**src/design/kvnt_pkg.sv**
```systemverilog
`default_nettype none

package kvnt_pkg;

	localparam int FS_W      = 12;
	localparam int VEL_W     = 7;
	localparam int CFG_IDX_W = 1;

	localparam logic [VEL_W-1:0]     VEL_MAX   = '1;
	localparam logic [FS_W-1:0]      FS_RESET  = 12'd4095;
	localparam logic [VEL_W-1:0]     THR_RESET = 7'd64;

	localparam logic [CFG_IDX_W-1:0] REG_FULL_SCALE = 1'd0;
	localparam logic [CFG_IDX_W-1:0] REG_THRESHOLD  = 1'd1;

	typedef struct packed {
		logic load;
		logic step;
		logic commit;
	} kvnt_cmd_t;

	typedef struct packed {
		logic sat;
	} kvnt_sts_t;

endpackage

`default_nettype wire

```
**src/design/kvnt_ctrl.sv**
```systemverilog
`default_nettype none

module kvnt_ctrl
	import kvnt_pkg::*;
(
	input  wire logic      clk,
	input  wire logic      arst_n,
	input  wire logic      in_valid,
	output logic           in_ready,
	output logic           out_valid,
	input  wire logic      out_ready,
	input  wire kvnt_sts_t sts,
	output kvnt_cmd_t      cmd
);

	typedef enum logic [1:0] {
		C_IDLE,
		C_DIV,
		C_COMMIT
	} ctrl_state_t;

	localparam int CNT_W = $clog2(VEL_W);
	localparam logic [CNT_W-1:0] CNT_LAST = CNT_W'(VEL_W - 1);

	ctrl_state_t      state_q;
	logic [CNT_W-1:0] cnt_q;
	logic             out_valid_q;
	logic             commit_ok;

	assign in_ready   = (state_q == C_IDLE);
	assign out_valid  = out_valid_q;
	assign commit_ok  = (state_q == C_COMMIT) && (!out_valid_q || out_ready);

	assign cmd.load   = in_valid && in_ready;
	assign cmd.step   = (state_q == C_DIV) && !sts.sat;
	assign cmd.commit = commit_ok;

	always_ff @(posedge clk or negedge arst_n) begin
		if (!arst_n) begin
			state_q     <= C_IDLE;
			cnt_q       <= '0;
			out_valid_q <= 1'b0;
		end else begin
			case (state_q)
				C_IDLE: begin
					if (in_valid) begin
						cnt_q   <= '0;
						state_q <= C_DIV;
					end
				end
				C_DIV: begin
					if (sts.sat || cnt_q == CNT_LAST) begin
						state_q <= C_COMMIT;
					end else begin
						cnt_q <= cnt_q + CNT_W'(1);
					end
				end
				C_COMMIT: begin
					if (commit_ok) begin
						state_q <= C_IDLE;
					end
				end
				default: begin
					state_q <= C_IDLE;
				end
			endcase

			// hold result until transfer, refill on commit
			if (commit_ok) begin
				out_valid_q <= 1'b1;
			end else if (out_ready) begin
				out_valid_q <= 1'b0;
			end
		end
	end

endmodule

`default_nettype wire

```
**src/design/kvnt_dp.sv**
```systemverilog
`default_nettype none

module kvnt_dp
	import kvnt_pkg::*;
#(
	parameter int ADC_BITS = 12
)
(
	input  wire logic                 clk,
	input  wire logic                 arst_n,
	input  wire kvnt_cmd_t            cmd,
	output kvnt_sts_t                 sts,
	input  wire logic                 cfg_valid,
	output logic                      cfg_ready,
	input  wire logic [CFG_IDX_W-1:0] cfg_index,
	input  wire logic [FS_W-1:0]      cfg_data,
	input  wire logic [ADC_BITS-1:0]  adc_sample,
	input  wire logic                 damper_level,
	output logic                      event_valid,
	output logic                      note_on,
	output logic [VEL_W-1:0]          velocity
);

	typedef enum logic [1:0] {
		N_IDLE,
		N_ON,
		N_REPRESS,
		N_OFF
	} note_state_t;

	localparam int NW = ADC_BITS + VEL_W;
	localparam int RW = (NW > FS_W + VEL_W) ? NW : FS_W + VEL_W;
	localparam int DW = FS_W + VEL_W - 1;

	logic [FS_W-1:0]  fs_q;
	logic [VEL_W-1:0] thr_q;

	logic [RW-1:0]    rem_q;
	logic [DW-1:0]    div_q;
	logic [VEL_W-1:0] quo_q;
	logic             sat_q;
	logic             damp_q;

	note_state_t      nst_q;
	logic             ev_q;
	logic             status_q;
	logic [VEL_W-1:0] held_q;
	logic [VEL_W-1:0] pend_q;

	logic [RW-1:0]    samp_x;
	logic [RW-1:0]    num;
	logic [FS_W-1:0]  fs_eff;
	logic [RW-1:0]    lim;
	logic [RW-1:0]    div_x;
	logic             fits;
	logic [VEL_W-1:0] vel;
	logic             above;
	logic             below;
	logic             damper_on;
	logic             pend_we;

	assign cfg_ready = 1'b1;

	// sample * 127 as a shift and subtract
	assign samp_x = RW'(adc_sample);
	assign num    = (samp_x << VEL_W) - samp_x;
	assign fs_eff = (fs_q == '0) ? FS_W'(1) : fs_q;
	assign lim    = RW'(fs_eff) << VEL_W;
	assign div_x  = RW'(div_q);
	assign fits   = (rem_q >= div_x);

	assign sts.sat   = sat_q;
	assign vel       = sat_q ? VEL_MAX : quo_q;
	assign above     = (vel > thr_q);
	assign below     = (vel < thr_q);
	assign damper_on = !damp_q;
	assign pend_we   = cmd.commit && (nst_q == N_ON) && !(below && damper_on)
	                   && above && !damper_on;

	assign event_valid = ev_q;
	assign note_on     = status_q;
	assign velocity    = held_q;

	always_ff @(posedge clk or negedge arst_n) begin
		if (!arst_n) begin
			fs_q  <= FS_RESET;
			thr_q <= THR_RESET;
		end else if (cfg_valid && cfg_ready) begin
			case (cfg_index)
				REG_FULL_SCALE: fs_q  <= cfg_data;
				REG_THRESHOLD:  thr_q <= cfg_data[VEL_W-1:0];
				default: ;
			endcase
		end
	end

	// restoring divider, one quotient bit per step
	always_ff @(posedge clk) begin
		if (cmd.load) begin
			rem_q  <= num;
			div_q  <= DW'(fs_eff) << (VEL_W - 1);
			quo_q  <= '0;
			sat_q  <= (num >= lim);
			damp_q <= damper_level;
		end else if (cmd.step) begin
			if (fits) begin
				rem_q <= rem_q - div_x;
			end
			quo_q <= {quo_q[VEL_W-2:0], fits};
			div_q <= div_q >> 1;
		end
	end

	always_ff @(posedge clk) begin
		if (pend_we) begin
			pend_q <= vel;
		end
	end

	always_ff @(posedge clk or negedge arst_n) begin
		if (!arst_n) begin
			nst_q    <= N_IDLE;
			ev_q     <= 1'b0;
			status_q <= 1'b0;
			held_q   <= '0;
		end else if (cmd.commit) begin
			case (nst_q)
				N_IDLE: begin
					if (above && !damper_on) begin
						held_q   <= vel;
						status_q <= 1'b1;
						ev_q     <= 1'b1;
						nst_q    <= N_ON;
					end else begin
						ev_q <= 1'b0;
					end
				end
				N_ON: begin
					if (below && damper_on) begin
						held_q   <= '0;
						status_q <= 1'b0;
						ev_q     <= 1'b1;
						nst_q    <= N_OFF;
					end else if (above && !damper_on) begin
						held_q   <= '0;
						status_q <= 1'b0;
						ev_q     <= 1'b1;
						nst_q    <= N_REPRESS;
					end else begin
						ev_q <= 1'b0;
					end
				end
				N_REPRESS: begin
					held_q   <= pend_q;
					status_q <= 1'b1;
					ev_q     <= 1'b1;
					nst_q    <= N_ON;
				end
				N_OFF: begin
					ev_q  <= 1'b0;
					nst_q <= N_IDLE;
				end
				default: begin
					ev_q  <= 1'b0;
					nst_q <= N_IDLE;
				end
			endcase
		end
	end

endmodule

`default_nettype wire

```
**src/design/key_velocity_note_trigger.sv**
```systemverilog
// Key velocity note trigger.
// Input channel (in_valid/in_ready) carries one tick: adc_sample and the
// active-low damper_level. Each accepted tick yields exactly one result on
// the output channel (out_valid/out_ready): event_valid, note_on, velocity.
// Configuration channel (cfg_valid/cfg_ready, cfg_index, cfg_data) writes
// full scale (index 0) and trigger threshold (index 1); cfg_ready is always
// high. Write it only while no tick is in flight.
// The sample is scaled by a restoring divider that produces one velocity
// bit per cycle. A tick passes from accept through 7 divider steps to the
// commit that loads the output register; a sample that saturates at
// velocity 127 skips the divider steps.
// The divider handles one tick at a time; a new tick is accepted only
// after the previous one has committed.
// A new tick is accepted while the previous result waits in the output
// register; if the receiver stalls, the next result waits in commit until the
// output register frees up, and input stalls behind it.
// Reset: note state idle, note off, velocity 0, full scale 4095, threshold 64.
`default_nettype none

module key_velocity_note_trigger
	import kvnt_pkg::*;
#(
	parameter int ADC_BITS = 12
)
(
	input  wire logic                 clk,
	input  wire logic                 arst_n,
	input  wire logic                 cfg_valid,
	output logic                      cfg_ready,
	input  wire logic [CFG_IDX_W-1:0] cfg_index,
	input  wire logic [FS_W-1:0]      cfg_data,
	input  wire logic                 in_valid,
	output logic                      in_ready,
	input  wire logic [ADC_BITS-1:0]  adc_sample,
	input  wire logic                 damper_level,
	output logic                      out_valid,
	input  wire logic                 out_ready,
	output logic                      event_valid,
	output logic                      note_on,
	output logic [VEL_W-1:0]          velocity
);

	kvnt_cmd_t cmd;
	kvnt_sts_t sts;

	kvnt_ctrl u_ctrl (
		.clk       (clk),
		.arst_n    (arst_n),
		.in_valid  (in_valid),
		.in_ready  (in_ready),
		.out_valid (out_valid),
		.out_ready (out_ready),
		.sts       (sts),
		.cmd       (cmd)
	);

	kvnt_dp #(
		.ADC_BITS (ADC_BITS)
	) u_dp (
		.clk          (clk),
		.arst_n       (arst_n),
		.cmd          (cmd),
		.sts          (sts),
		.cfg_valid    (cfg_valid),
		.cfg_ready    (cfg_ready),
		.cfg_index    (cfg_index),
		.cfg_data     (cfg_data),
		.adc_sample   (adc_sample),
		.damper_level (damper_level),
		.event_valid  (event_valid),
		.note_on      (note_on),
		.velocity     (velocity)
	);

	a_one_in_flight: assert property (@(posedge clk) disable iff (!arst_n)
		(in_valid && in_ready) |=> !in_ready)
		else $error("second tick accepted while busy");

	a_off_zero_vel: assert property (@(posedge clk) disable iff (!arst_n)
		!note_on |-> (velocity == '0))
		else $error("nonzero velocity with note off");

	a_commit_frees: assert property (@(posedge clk) disable iff (!arst_n)
		$rose(out_valid) |-> in_ready)
		else $error("result committed without returning to idle");

endmodule

`default_nettype wire

```
**config.mk**
```make
export PLATFORM = sky130hd
export DESIGN_NAME = key_velocity_note_trigger
export DESIGN_NICKNAME = d
export VERILOG_FILES = /design/src/design/kvnt_pkg.sv /design/src/design/kvnt_ctrl.sv /design/src/design/kvnt_dp.sv /design/src/design/key_velocity_note_trigger.sv
export SDC_FILE = /design/constraint.sdc
export NUM_CORES = 1
export LEC_CHECK = 0
export ABC_CLOCK_PERIOD_IN_PS = 4500
export BUFFER_PORTS_ARGS = -buffer_cell sky130_fd_sc_hd__buf_2
export CAP_MARGIN = 20
export CORE_MARGIN = 2
export CORE_UTILIZATION = 50
export CTS_BUF_LIST = sky130_fd_sc_hd__clkbuf_4 sky130_fd_sc_hd__clkbuf_8
export DETAILED_ROUTE_END_ITERATION = 12
export HOLD_SLACK_MARGIN = 0.06
export PLACE_DENSITY_LB_ADDON = 0.3
export SETUP_SLACK_MARGIN = 0.2
export SLEW_MARGIN = 30
export SYNTH_ARGS = -nofsm -noshare
export SYNTH_HDL_FRONTEND = slang
export SYNTH_HIERARCHICAL = 1
export SYNTH_SLANG_ARGS = --single-unit
```
**constraint.sdc**
```tcl
create_clock -name clk -period 4.5 [get_ports clk]
set_input_delay 0.45 -clock clk [delete_from_list [all_inputs] [get_ports clk]]
set_output_delay 0.45 -clock clk [all_outputs]
set_load 0.02 [all_outputs]
```
==> impl_metrics.env, run 1 <==
export IMPL_outcome="complete, no violations"
export IMPL_grt_use_total=0.2083
export IMPL_cts_sinks=89
export IMPL_p_leak_nw=2.722
export IMPL_ir_drop_uv=281.4
export IMPL_max_stage_delay_ps=350
export IMPL_dr_first_iter_drc_count=371
export IMPL_rows=39
export IMPL_cp_start_kind="primary input"
export IMPL_antenna_found_initial=0
export IMPL_path_max_fanout=4
export IMPL_arrival_ps=3300
export IMPL_die_height_um=111.4
export IMPL_grt_pass1_wl_mm=20.74
export IMPL_vias=4495
export IMPL_yosysSeqAreaShare=0.4122
export IMPL_wirelength_mm=12.57
export IMPL_post_cts_buffers=0
export IMPL_cp_startpoint="adc_sample[8]"
export IMPL_detail_route_antenna_nets=0
export IMPL_dpl_instance_area_mm2=0.006083
export IMPL_synth_top_area_share=0.2082
export IMPL_initial_utilization=0.5097
export IMPL_clock_skew_ps=13.83
export IMPL_tns_ps=0
export IMPL_postSynthCellCount=606
export IMPL_synthesis_area_mm2=0.005771
export IMPL_critPathTopFamily="compound AO/OA/AOI/OAI gates"
export IMPL_reg2reg_depth=10
export IMPL_syn_to_final_growth_pct=8.977
export IMPL_clkTransAtPathRegs_ps=100
export IMPL_drive_gt1_frac=0.1718
export IMPL_slew_headroom=0.4745
export IMPL_cts_root_buffer="clkbuf_8"
export IMPL_timing_rr_end="u_dp/rem_q[7]$_DFFE_PP_"
export IMPL_p_per_area_mw_per_mm2=670.8
export IMPL_hold_buffers=0
export IMPL_cts_inserted_buffers=9
export IMPL_synth_edf_count=40
export IMPL_finalCritPeriodShare=0.7007
export IMPL_ys_types=65
export IMPL_yosysTopAreaCell="edfxtp_1"
export IMPL_synthTopCellsByArea="edfxtp_1, ha_1, dfrtp_1, dfstp_2, dfxtp_1"
export IMPL_yosys_warnings=6
export IMPL_final_nets=724
export IMPL_core_area_mm2=0.01132
export IMPL_cp_required_ps=4640
export IMPL_cap_viol_max_count=0
export IMPL_crit_slowest_cell="or3_1"
export IMPL_syn_nets=689
export IMPL_die_area_mm2=0.01242
export IMPL_port_buffers=41
export IMPL_first_global_vias=4338
export IMPL_worstMarginPinSlew_ps=788.3
export IMPL_vias_per_cell=5.697
export IMPL_fmax_ghz=0.3171
export IMPL_dpl_hpwl_mm=9.756
export IMPL_wl_per_cell_um=15.93
export IMPL_grt_start_max_net_pins=67
export IMPL_ctsResizeCount=0
export IMPL_finalHoldViolations=0
export IMPL_cp_num_cells=15
export IMPL_htreeDepth=3
export IMPL_drcViolationCount=0
export IMPL_crit_buf_inv=2
export IMPL_syn_avg_cell_area_um2=9.522
export IMPL_cts_tree="built"
export IMPL_rsz0062_at_grt="false"
export IMPL_min_path_type="in2async"
export IMPL_ys_ff_latch=89
export IMPL_clock_latency_ps=380
export IMPL_postLayoutCellArea_mm2=0.006289
export IMPL_fillers=1013
export IMPL_path_cells="buf_2 -> inv_1 -> ha_1 -> o21ai_0 -> o31ai_2 -> or3_1 -> xnor2_1 -> ha_1 -> a21o_1 -> a21oi_1 -> nor2b_1 -> a2111oi_0 -> a31oi_1 -> o21ai_0 -> nand2b_1"
export IMPL_die_x_um=111.4
export IMPL_drv_slew=0
export IMPL_crit_type="in2reg"
export IMPL_timing_reg2reg_setup_slack_ps=1580
export IMPL_antenna_cells=0
export IMPL_clk_path_buf_depth=2
export IMPL_endpoint_kind="flip-flop"
export IMPL_firstDrtPassIters=5
export IMPL_ys_flop_type="edfxtp_1"
export IMPL_reg2reg_from="u_dp/div_q[3]$_SDFFE_PP0P_"
export IMPL_overflow=0
export IMPL_final_setup_viol_count=0
export IMPL_crit_end="u_dp/sts$_DFFE_PP_"
export IMPL_period_needed_ps=3153
export IMPL_async_flop_share=0.4045
export IMPL_gp_congestion=0.9466
export IMPL_io_pins=43
[state kept, by name, indices dropped and copies added, names as in the netlist]
register          flops
u_dp/damp_q           1
u_dp/nst_q            2
u_ctrl/out_valid      1
u_dp/div_q           18
u_dp/sts              1
u_dp/velocity         7
u_dp/rem_q           19
u_dp/event_valid      1
u_ctrl/state_q        2
u_dp/note_on          1
u_dp/pend_q           7
u_dp/fs_q            12
u_dp/quo_q            7
u_dp/thr_q            7
u_ctrl/cnt_q          3
[where the power goes]
part | switching (mW) | internal (mW) | leakage (nW)
Clock | 0.305 | 0.271 | 0.0988
Sequential | 0.138 | 1.24 | 0.909
Combinational | 1.37 | 0.903 | 1.71
Total | 1.81 | 2.41 | 2.72
[stage by stage]
stage	hold slack (ps)	total power, mW	setup WS (ps)	instances	util
after floorplan	154.4	3.107	914.8	606	-
after global placement	477.6	3.559	1063	773	0.5371
after detailed placement	488.7	3.629	967.5	773	0.5374
after CTS	165.2	4.220	1380	789	0.5555
after global routing	214.5	4.561	1036	789	0.5555
final	149.6	4.218	1347	789	0.5555
[cells in the mapped netlist (9+ instances only)]
| master | n |
|---|---|
| clkbuf_1 | 13 |
| nor2_1 | 49 |
| nand2_1 | 52 |
| xnor2_1 | 13 |
| ha_1 | 51 |
| o31ai_1 | 15 |
| o21ai_0 | 47 |
| mux2_2 | 19 |
| dfxtp_1 | 13 |
| nand2b_1 | 9 |
| mux2i_1 | 16 |
| dfstp_2 | 13 |
| dfrtp_1 | 23 |
| nor2b_1 | 9 |
| nand3_1 | 16 |
| a21o_1 | 10 |
| a21oi_1 | 32 |
| edfxtp_1 | 40 |
| inv_1 | 67 |
| xor2_1 | 11 |
[worst min path at each step]
stage                              endpoint  slack (ps)  depth (start not counted)
2_1_floorplan   u_ctrl/cnt_q[0]$_DFFE_PN0P_         150                          0
3_3_place_gp     u_dp/quo_q[6]$_SDFFE_PP0P_         480                          2
3_5_place_dp       u_dp/note_on$_DFFE_PN0P_         490                          1
4_1_cts        u_ctrl/out_valid$_DFFE_PN0P_         170                          1
5_1_grt        u_ctrl/out_valid$_DFFE_PN0P_         210                          1
6_report       u_dp/velocity[4]$_DFFE_PN0P_         150                          1
[metal layers]
| metal | global-route usage | wire length, um | vias up | share of wire |
|---|---|---|---|---|
| li1 | - | - | 2216 | - |
| met1 | 0.2839 | 5998 | 2135 | 0.48 |
| met2 | 0.3329 | 5729 | 116 | 0.46 |
| met3 | 0.02831 | 463 | 28 | 0.037 |
| met4 | 0.09465 | 374 | 0 | 0.030 |
| met5 | 0 | 0 | - | 0 |
[cell families (layout without fill, tap and decap cells)]
group,count (synthesis),in the layout,share of synthesized area
xor+xnor,24,24,0.03643
other cells,1,1,0.0006499
fa+ha+maj,52,52,0.1141
simple gates,172,172,0.1472
compound gates,146,146,0.1641
mux,35,35,0.06483
buf+inv,87,127,0.06049
flops,89,89,0.4122
[layout by cell type (no fill, tap or decap), types with 5 or more instances in the layout]
master,count
nand2b_1,9
nor2b_1,8
clkbuf_8,9
nand3_1,16
dfrtp_1,23
mux2_2,19
nor2_1,49
nand2_1,52
mux2i_1,16
dfstp_2,13
inv_1,67
dfxtp_1,13
xnor2_1,13
o21ai_0,46
a21o_1,10
edfxtp_1,40
buf_2,41
nor4_1,5
xor2_1,11
a21oi_1,32
o31ai_1,15
nor3_1,7
ha_1,51
nand4_1,6
[layout make-up]
cell class                      instances  area, um^2  share of cell area
Clock buffer                           10       131.4             0.02089
Clock inverter                          6       73.82             0.01174
Inverter                               67       251.5             0.03999
Multi-Input combinational cell        430        3047              0.4845
Sequential cell                        89        2379              0.3782
Tap cell                              143       178.9             0.02845
Timing Repair Buffer                   44       227.7             0.03621
No activity file was read; power rests on OpenSTA's default activity.
==> run 2: changes to the inputs <==
--- a/config.mk
+++ b/config.mk
@@ -5,7 +5,7 @@
 export SDC_FILE = /design/constraint.sdc
 export NUM_CORES = 1
 export LEC_CHECK = 0
-export ABC_CLOCK_PERIOD_IN_PS = 4500
+export ABC_CLOCK_PERIOD_IN_PS = 2640
 export BUFFER_PORTS_ARGS = -buffer_cell sky130_fd_sc_hd__buf_2
 export CAP_MARGIN = 20
 export CORE_MARGIN = 2
==> constraint.sdc (replaced) <==
create_clock -name clk -period 2.64 [get_ports clk]
set_input_delay 0.264 -clock clk [delete_from_list [all_inputs] [get_ports clk]]
set_output_delay 0.264 -clock clk [all_outputs]
set_load 0.02 [all_outputs]
==> impl_metrics.env, run 2 (synthesized netlist as in run 1, its figures left out) <==
export IMPL_outcome="finished with violations"
export IMPL_violations="negative setup slack"
export IMPL_fillers=825
export IMPL_clock_latency_ps=370
export IMPL_cts_root_buffer="clkbuf_8"
export IMPL_syn_to_final_growth_pct=33.74
export IMPL_rows=39
export IMPL_cp_startpoint="u_dp/div_q[6]$_DFFE_PP_"
export IMPL_slew_headroom=0.4509
export IMPL_crit_slowest_cell="edfxtp_1"
export IMPL_cts_inserted_buffers=9
export IMPL_fin_ws_ps=-50.13
export IMPL_detail_route_antenna_nets=0
export IMPL_drcViolationCount=0
export IMPL_crit_buf_inv=4
export IMPL_path_max_fanout=5
export IMPL_antenna_cells=0
export IMPL_whs_ps=88.16
export IMPL_cp_start_kind="flip-flop"
export IMPL_p_per_area_mw_per_mm2=1227
export IMPL_critPathTopFamily="compound AO/OA/AOI/OAI gates"
export IMPL_antenna_found_initial=0
export IMPL_firstDrtPassIters=6
export IMPL_final_cell_mix="buf_4, inv_1, nand2_1"
export IMPL_cp_required_ps=2780
export IMPL_ir_drop_uv=654.2
export IMPL_dr_first_iter_drc_count=416
export IMPL_wl_per_cell_um=17.75
export IMPL_dpl_hpwl_mm=10.52
export IMPL_overflow=0
export IMPL_vias=5041
export IMPL_core_area_mm2=0.01132
export IMPL_die_area_mm2=0.01242
export IMPL_htreeDepth=3
export IMPL_clock_skew_ps=9.360
export IMPL_final_nets=826
export IMPL_cap_viol_max_count=0
export IMPL_drive_gt1_frac=0.3730
export IMPL_dpl_instance_area_mm2=0.006661
export IMPL_port_buffers=41
export IMPL_grt_use_total=0.2468
export IMPL_gp_congestion=0.9298
export IMPL_first_global_vias=5017
export IMPL_reg2reg_depth=12
export IMPL_path_cells="inv_2 -> ha_4 -> a211oi_4 -> o21ai_2 -> and4bb_2 -> nor2_4 -> a31oi_4 -> o211a_4 -> o21ai_4 -> buf_6 -> buf_12 -> buf_16"
export IMPL_endpoint_kind="flip-flop"
export IMPL_worstMarginPinSlew_ps=823.7
export IMPL_finalHoldViolations=0
export IMPL_grt_pass1_wl_mm=24.69
export IMPL_period_needed_ps=2690
export IMPL_grt_start_max_net_pins=67
export IMPL_reg2reg_from="u_dp/div_q[6]$_DFFE_PP_"
export IMPL_crit_end="u_dp/rem_q[14]$_DFFE_PP_"
export IMPL_top_regs="u_dp/rem_q: 19 flops, u_dp/div_q: 18 flops, u_dp/fs_q: 12 flops"
export IMPL_min_path_type="in2reg"
export IMPL_final_setup_viol_count=30
export IMPL_timing_rr_end="u_dp/rem_q[14]$_DFFE_PP_"
export IMPL_max_stage_delay_ps=450
export IMPL_cp_num_cells=12
export IMPL_io_pins=43
export IMPL_arrival_ps=2830
export IMPL_cts_sinks=89
export IMPL_mostFrequentLayoutCell="buf_4"
export IMPL_drv_slew=0
export IMPL_regMostFlops="u_dp/rem_q"
export IMPL_largest_reg_flops=19
export IMPL_die_height_um=111.4
export IMPL_finalCritPeriodShare=1.019
export IMPL_cts_tree="built"
export IMPL_initial_utilization=0.5097
export IMPL_p_leak_nw=3.360
export IMPL_rsz0062_at_grt="true"
export IMPL_clkTransAtPathRegs_ps=90
export IMPL_fmax_ghz=0.3717
export IMPL_clk_path_buf_depth=2
export IMPL_postLayoutCellArea_mm2=0.007717
export IMPL_crit_type="reg2reg"
export IMPL_die_x_um=111.4
export IMPL_wirelength_mm=15.81
export IMPL_vias_per_cell=5.658
export IMPL_timing_reg2reg_setup_slack_ps=-50
run 2: changes by cell type in the layout (fill, tap and decap cells not counted), sizes merged:
cell         previous run  this run
inv                    70        69
buf                    44       145
clkbuf                 10         9
clkinv                  0         3
dlygate4sd3             0         1
bufinv                  1         0
run 2: area by class of cell:
| cell class | count | area [um^2] | area share |
|---|---|---|---|
| Timing Repair Buffer | 146 | 1157 | 0.1500 |
| Tap cell | 143 | 178.9 | 0.02318 |
| Clock buffer | 9 | 123.9 | 0.01605 |
| Multi-Input combinational cell | 430 | 3572 | 0.4629 |
| Inverter | 67 | 251.5 | 0.03259 |
| Clock inverter | 7 | 53.80 | 0.006971 |
| Sequential cell | 89 | 2380 | 0.3084 |
run 2: worst min path at each step:
stage                                               to  slack (ps)  depth (start not counted)          from
after floorplan            u_ctrl/cnt_q[0]$_DFFE_PN0P_         -30                          0        arst_n
after global placement    u_dp/velocity[0]$_DFFE_PN0P_         370                          1        arst_n
after detailed placement      u_dp/note_on$_DFFE_PN0P_         400                          1        arst_n
after CTS                        u_dp/damp_q$_DFFE_PP_          70                          1  damper_level
after global routing             u_dp/damp_q$_DFFE_PP_          80                          1  damper_level
final                            u_dp/damp_q$_DFFE_PP_          90                          1  damper_level
run 2: what timing repair did:
action | in CTS | in global routing
hold endpoints to repair | 23 | 0
buffers inserted | 19 | 16
endpoints found under the setup margin | 43 | 47
pin swaps | 14 | 31
resized for setup | 77 | 36
hold buffers | 1 | 0
cloned | 3 | 0
run 2: through the flow:
stage	utilization	setup TNS, ps	total power [mW]	setup slack (ps)	std cells
floorplan	-	-146.6	5.469	-146.6	606
global placement	0.5884	-4723	6.733	-300.7	836
detailed placement	0.5884	-5694	6.869	-515.4	836
CTS	0.6561	-8.734	8.664	-8.734	875
global route	0.6817	-2815	10.07	-198.6	891
finish	0.6817	-922.4	9.471	-50.13	891
run 2: layer usage:
layer | global-route usage | wire [um]
met1 | 0.3156 | 6701
met2 | 0.4240 | 7966
met3 | 0.04682 | 744
met4 | 0.07984 | 399
met5 | 0 | 0
run 2: power breakdown:
part,internal (mW),switching (mW)
Sequential,2.11,0.262
Clock,0.350,0.524
Combinational,3.00,3.22
==> run 3: changes to the inputs <==
==> constraint.sdc (replaced) <==
create_clock -name clk -period 2.64 [get_ports clk]
set_input_delay 0.132 -clock clk [delete_from_list [all_inputs] [get_ports clk]]
set_output_delay 0.132 -clock clk [all_outputs]
set_load 0.02 [all_outputs]
==> impl_metrics.env, run 3 (synthesized netlist as in run 1, its figures left out) <==
export IMPL_outcome="complete, no violations"
export IMPL_crit_type="in2reg"
export IMPL_final_cell_mix="buf_4, inv_1, nand2_1"
export IMPL_die_height_um=111.4
export IMPL_htreeDepth=3
export IMPL_initial_utilization=0.5097
export IMPL_drv_slew=0
export IMPL_antenna_cells=0
export IMPL_path_max_fanout=3
export IMPL_endpoint_kind="flip-flop"
export IMPL_reg2reg_depth=11
export IMPL_regArea_mm2=0.002379
export IMPL_die_x_um=111.4
export IMPL_comb_power_share=0.620
export IMPL_timing_rr_end="u_dp/velocity[1]$_DFFE_PN0P_"
export IMPL_cts_inserted_buffers=9
export IMPL_p_per_area_mw_per_mm2=1151
export IMPL_first_global_vias=5032
export IMPL_gp_congestion=0.9229
export IMPL_fin_ws_ps=34.87
export IMPL_clk_path_buf_depth=2
export IMPL_hp_start="out_ready"
export IMPL_grt_pass1_wl_mm=23.94
export IMPL_grt_use_total=0.2403
export IMPL_finalHoldViolations=0
export IMPL_arrival_ps=2740
export IMPL_largest_reg_flops=19
export IMPL_port_buffers=41
export IMPL_pre_cts_slack_ps=-277.5
export IMPL_wl_per_cell_um=16.85
export IMPL_dpl_hpwl_mm=10.67
export IMPL_crit_slowest_cell="a311oi_4"
export IMPL_overflow=0
export IMPL_grt_start_max_net_pins=67
export IMPL_power_switching_mw=3.666
export IMPL_cp_start_kind="primary input"
export IMPL_fillers=849
export IMPL_final_nets=824
export IMPL_power_mw=8.735
export IMPL_crit_buf_inv=2
export IMPL_hold_path_cell_count=3
export IMPL_path_cells="buf_8 -> inv_4 -> ha_4 -> a311oi_4 -> o31ai_4 -> or3_4 -> xnor2_2 -> ha_1 -> a21o_1 -> a21oi_1 -> nor2b_1 -> a2111oi_2 -> a31oi_1 -> o21ai_1 -> nand2b_1"
export IMPL_io_pins=43
export IMPL_seqPwrFrac=0.270
export IMPL_slew_headroom=0.4677
export IMPL_cp_required_ps=2780
export IMPL_regMostFlops="u_dp/rem_q"
export IMPL_cap_viol_max_count=0
export IMPL_period_needed_ps=2605
export IMPL_wirelength_mm=14.98
export IMPL_min_to="u_ctrl/out_valid$_DFFE_PN0P_"
export IMPL_cts_tree="built"
export IMPL_fmax_ghz=0.3839
export IMPL_final_cells=889
export IMPL_clkPwrFrac=0.109
export IMPL_clock_latency_ps=370
export IMPL_worstMarginPinSlew_ps=798.5
export IMPL_mostFrequentLayoutCell="buf_4"
export IMPL_cts_sinks=89
export IMPL_finalCoreUtilization=0.6703
export IMPL_vias_per_cell=5.616
export IMPL_multi_input_area_mm2=0.003515
export IMPL_power_switching_share=0.4197
export IMPL_vias=4993
export IMPL_syn_to_final_growth_pct=31.50
export IMPL_timing_reg2reg_setup_slack_ps=60
export IMPL_numPlacedInstances=836
export IMPL_drive_gt1_frac=0.3512
export IMPL_min_path_type="in2reg"
export IMPL_rows=39
export IMPL_dr_first_iter_drc_count=336
export IMPL_final_setup_viol_count=0
export IMPL_die_area_mm2=0.01242
export IMPL_firstDrtPassIters=5
export IMPL_max_stage_delay_ps=360
export IMPL_p_leak_nw=3.293
export IMPL_cts_root_buffer="clkbuf_8"
export IMPL_critPathTopFamily="compound AO/OA/AOI/OAI gates"
export IMPL_top_regs="u_dp/rem_q: 19 flops, u_dp/div_q: 18 flops, u_dp/fs_q: 12 flops"
export IMPL_drcViolationCount=0
export IMPL_internal_power_mw=5.069
export IMPL_finalCritPeriodShare=0.9868
export IMPL_clock_skew_ps=11.02
export IMPL_clkTransAtPathRegs_ps=90
export IMPL_reg2reg_from="u_dp/sts$_DFFE_PP_"
export IMPL_rsz0062_at_grt="true"
export IMPL_tns_ps=0
export IMPL_antenna_found_initial=0
export IMPL_core_area_mm2=0.01132
export IMPL_ir_drop_uv=642.4
export IMPL_cp_startpoint="adc_sample[7]"
export IMPL_detail_route_antenna_nets=0
-- run 3: cell types whose count changed in the layout (fill, tap and decap cells not counted), moves of 4 or more --
cell           before  now
dlygate4sd3_1       1   14
mux2_2              9   17
inv_2              10    6
buf_6              13    4
mux2_4             10    2
-- run 3: through the flow --
step,instance area (um^2),hold slack (ps)
finish,7589,65.68
global route,7589,68.77
global placement,6661,233.7
CTS,7257,74.60
detailed placement,6661,263.5
floorplan,5878,-163.6
-- run 3: area by class of cell --
class	count	area share
sequential	89	0.3134
clock inverter	4	0.005771
multi-input combinational	430	0.4631
inverter	67	0.03347
clock buffer	12	0.02012
tap	143	0.02358
timing repair buffer	144	0.1405
-- run 3: how the worst max path moves through the flow --
stage                                    to  depth (start not counted)
2_1_floorplan            u_dp/sts$_DFFE_PP_                         14
3_3_place_gp             u_dp/sts$_DFFE_PP_                         15
3_5_place_dp             u_dp/sts$_DFFE_PP_                         15
4_1_cts        u_dp/velocity[1]$_DFFE_PN0P_                         10
5_1_grt                  u_dp/sts$_DFFE_PP_                         14
6_report                 u_dp/sts$_DFFE_PP_                         15
-- run 3: routing by layer --
metal | share of wire | GRT usage
met5 | 0 | 0
met4 | 0.026 | 0.09383
met3 | 0.044 | 0.03321
met2 | 0.50 | 0.4146
met1 | 0.43 | 0.3073
-- run 3: power by group through the flow --
| stage | combinational [mW] | clock [mW] | sequential (mW) |
|---|---|---|---|
| after floorplan | 3.07 | 0 | 2.40 |
| after global placement | 4.40 | 0 | 2.36 |
| after detailed placement | 4.54 | 0 | 2.38 |
| after CTS | 4.91 | 0.982 | 2.35 |
| after global routing | 5.91 | 1.04 | 2.41 |
| final | 5.42 | 0.954 | 2.36 |
-- run 3: tightest hold or removal path, cell delays in order --
cell,delay [ps]
buf_2,80
nand2b_1,130
nand2_1,60
-- run 3: timing repair --
action,CTS,global route
pin swaps,17,21
setup buffers,11,12
hold endpoints to repair,43,0
hold buffers,14,0
endpoints found under the setup margin,45,45
gates resized for setup,36,60
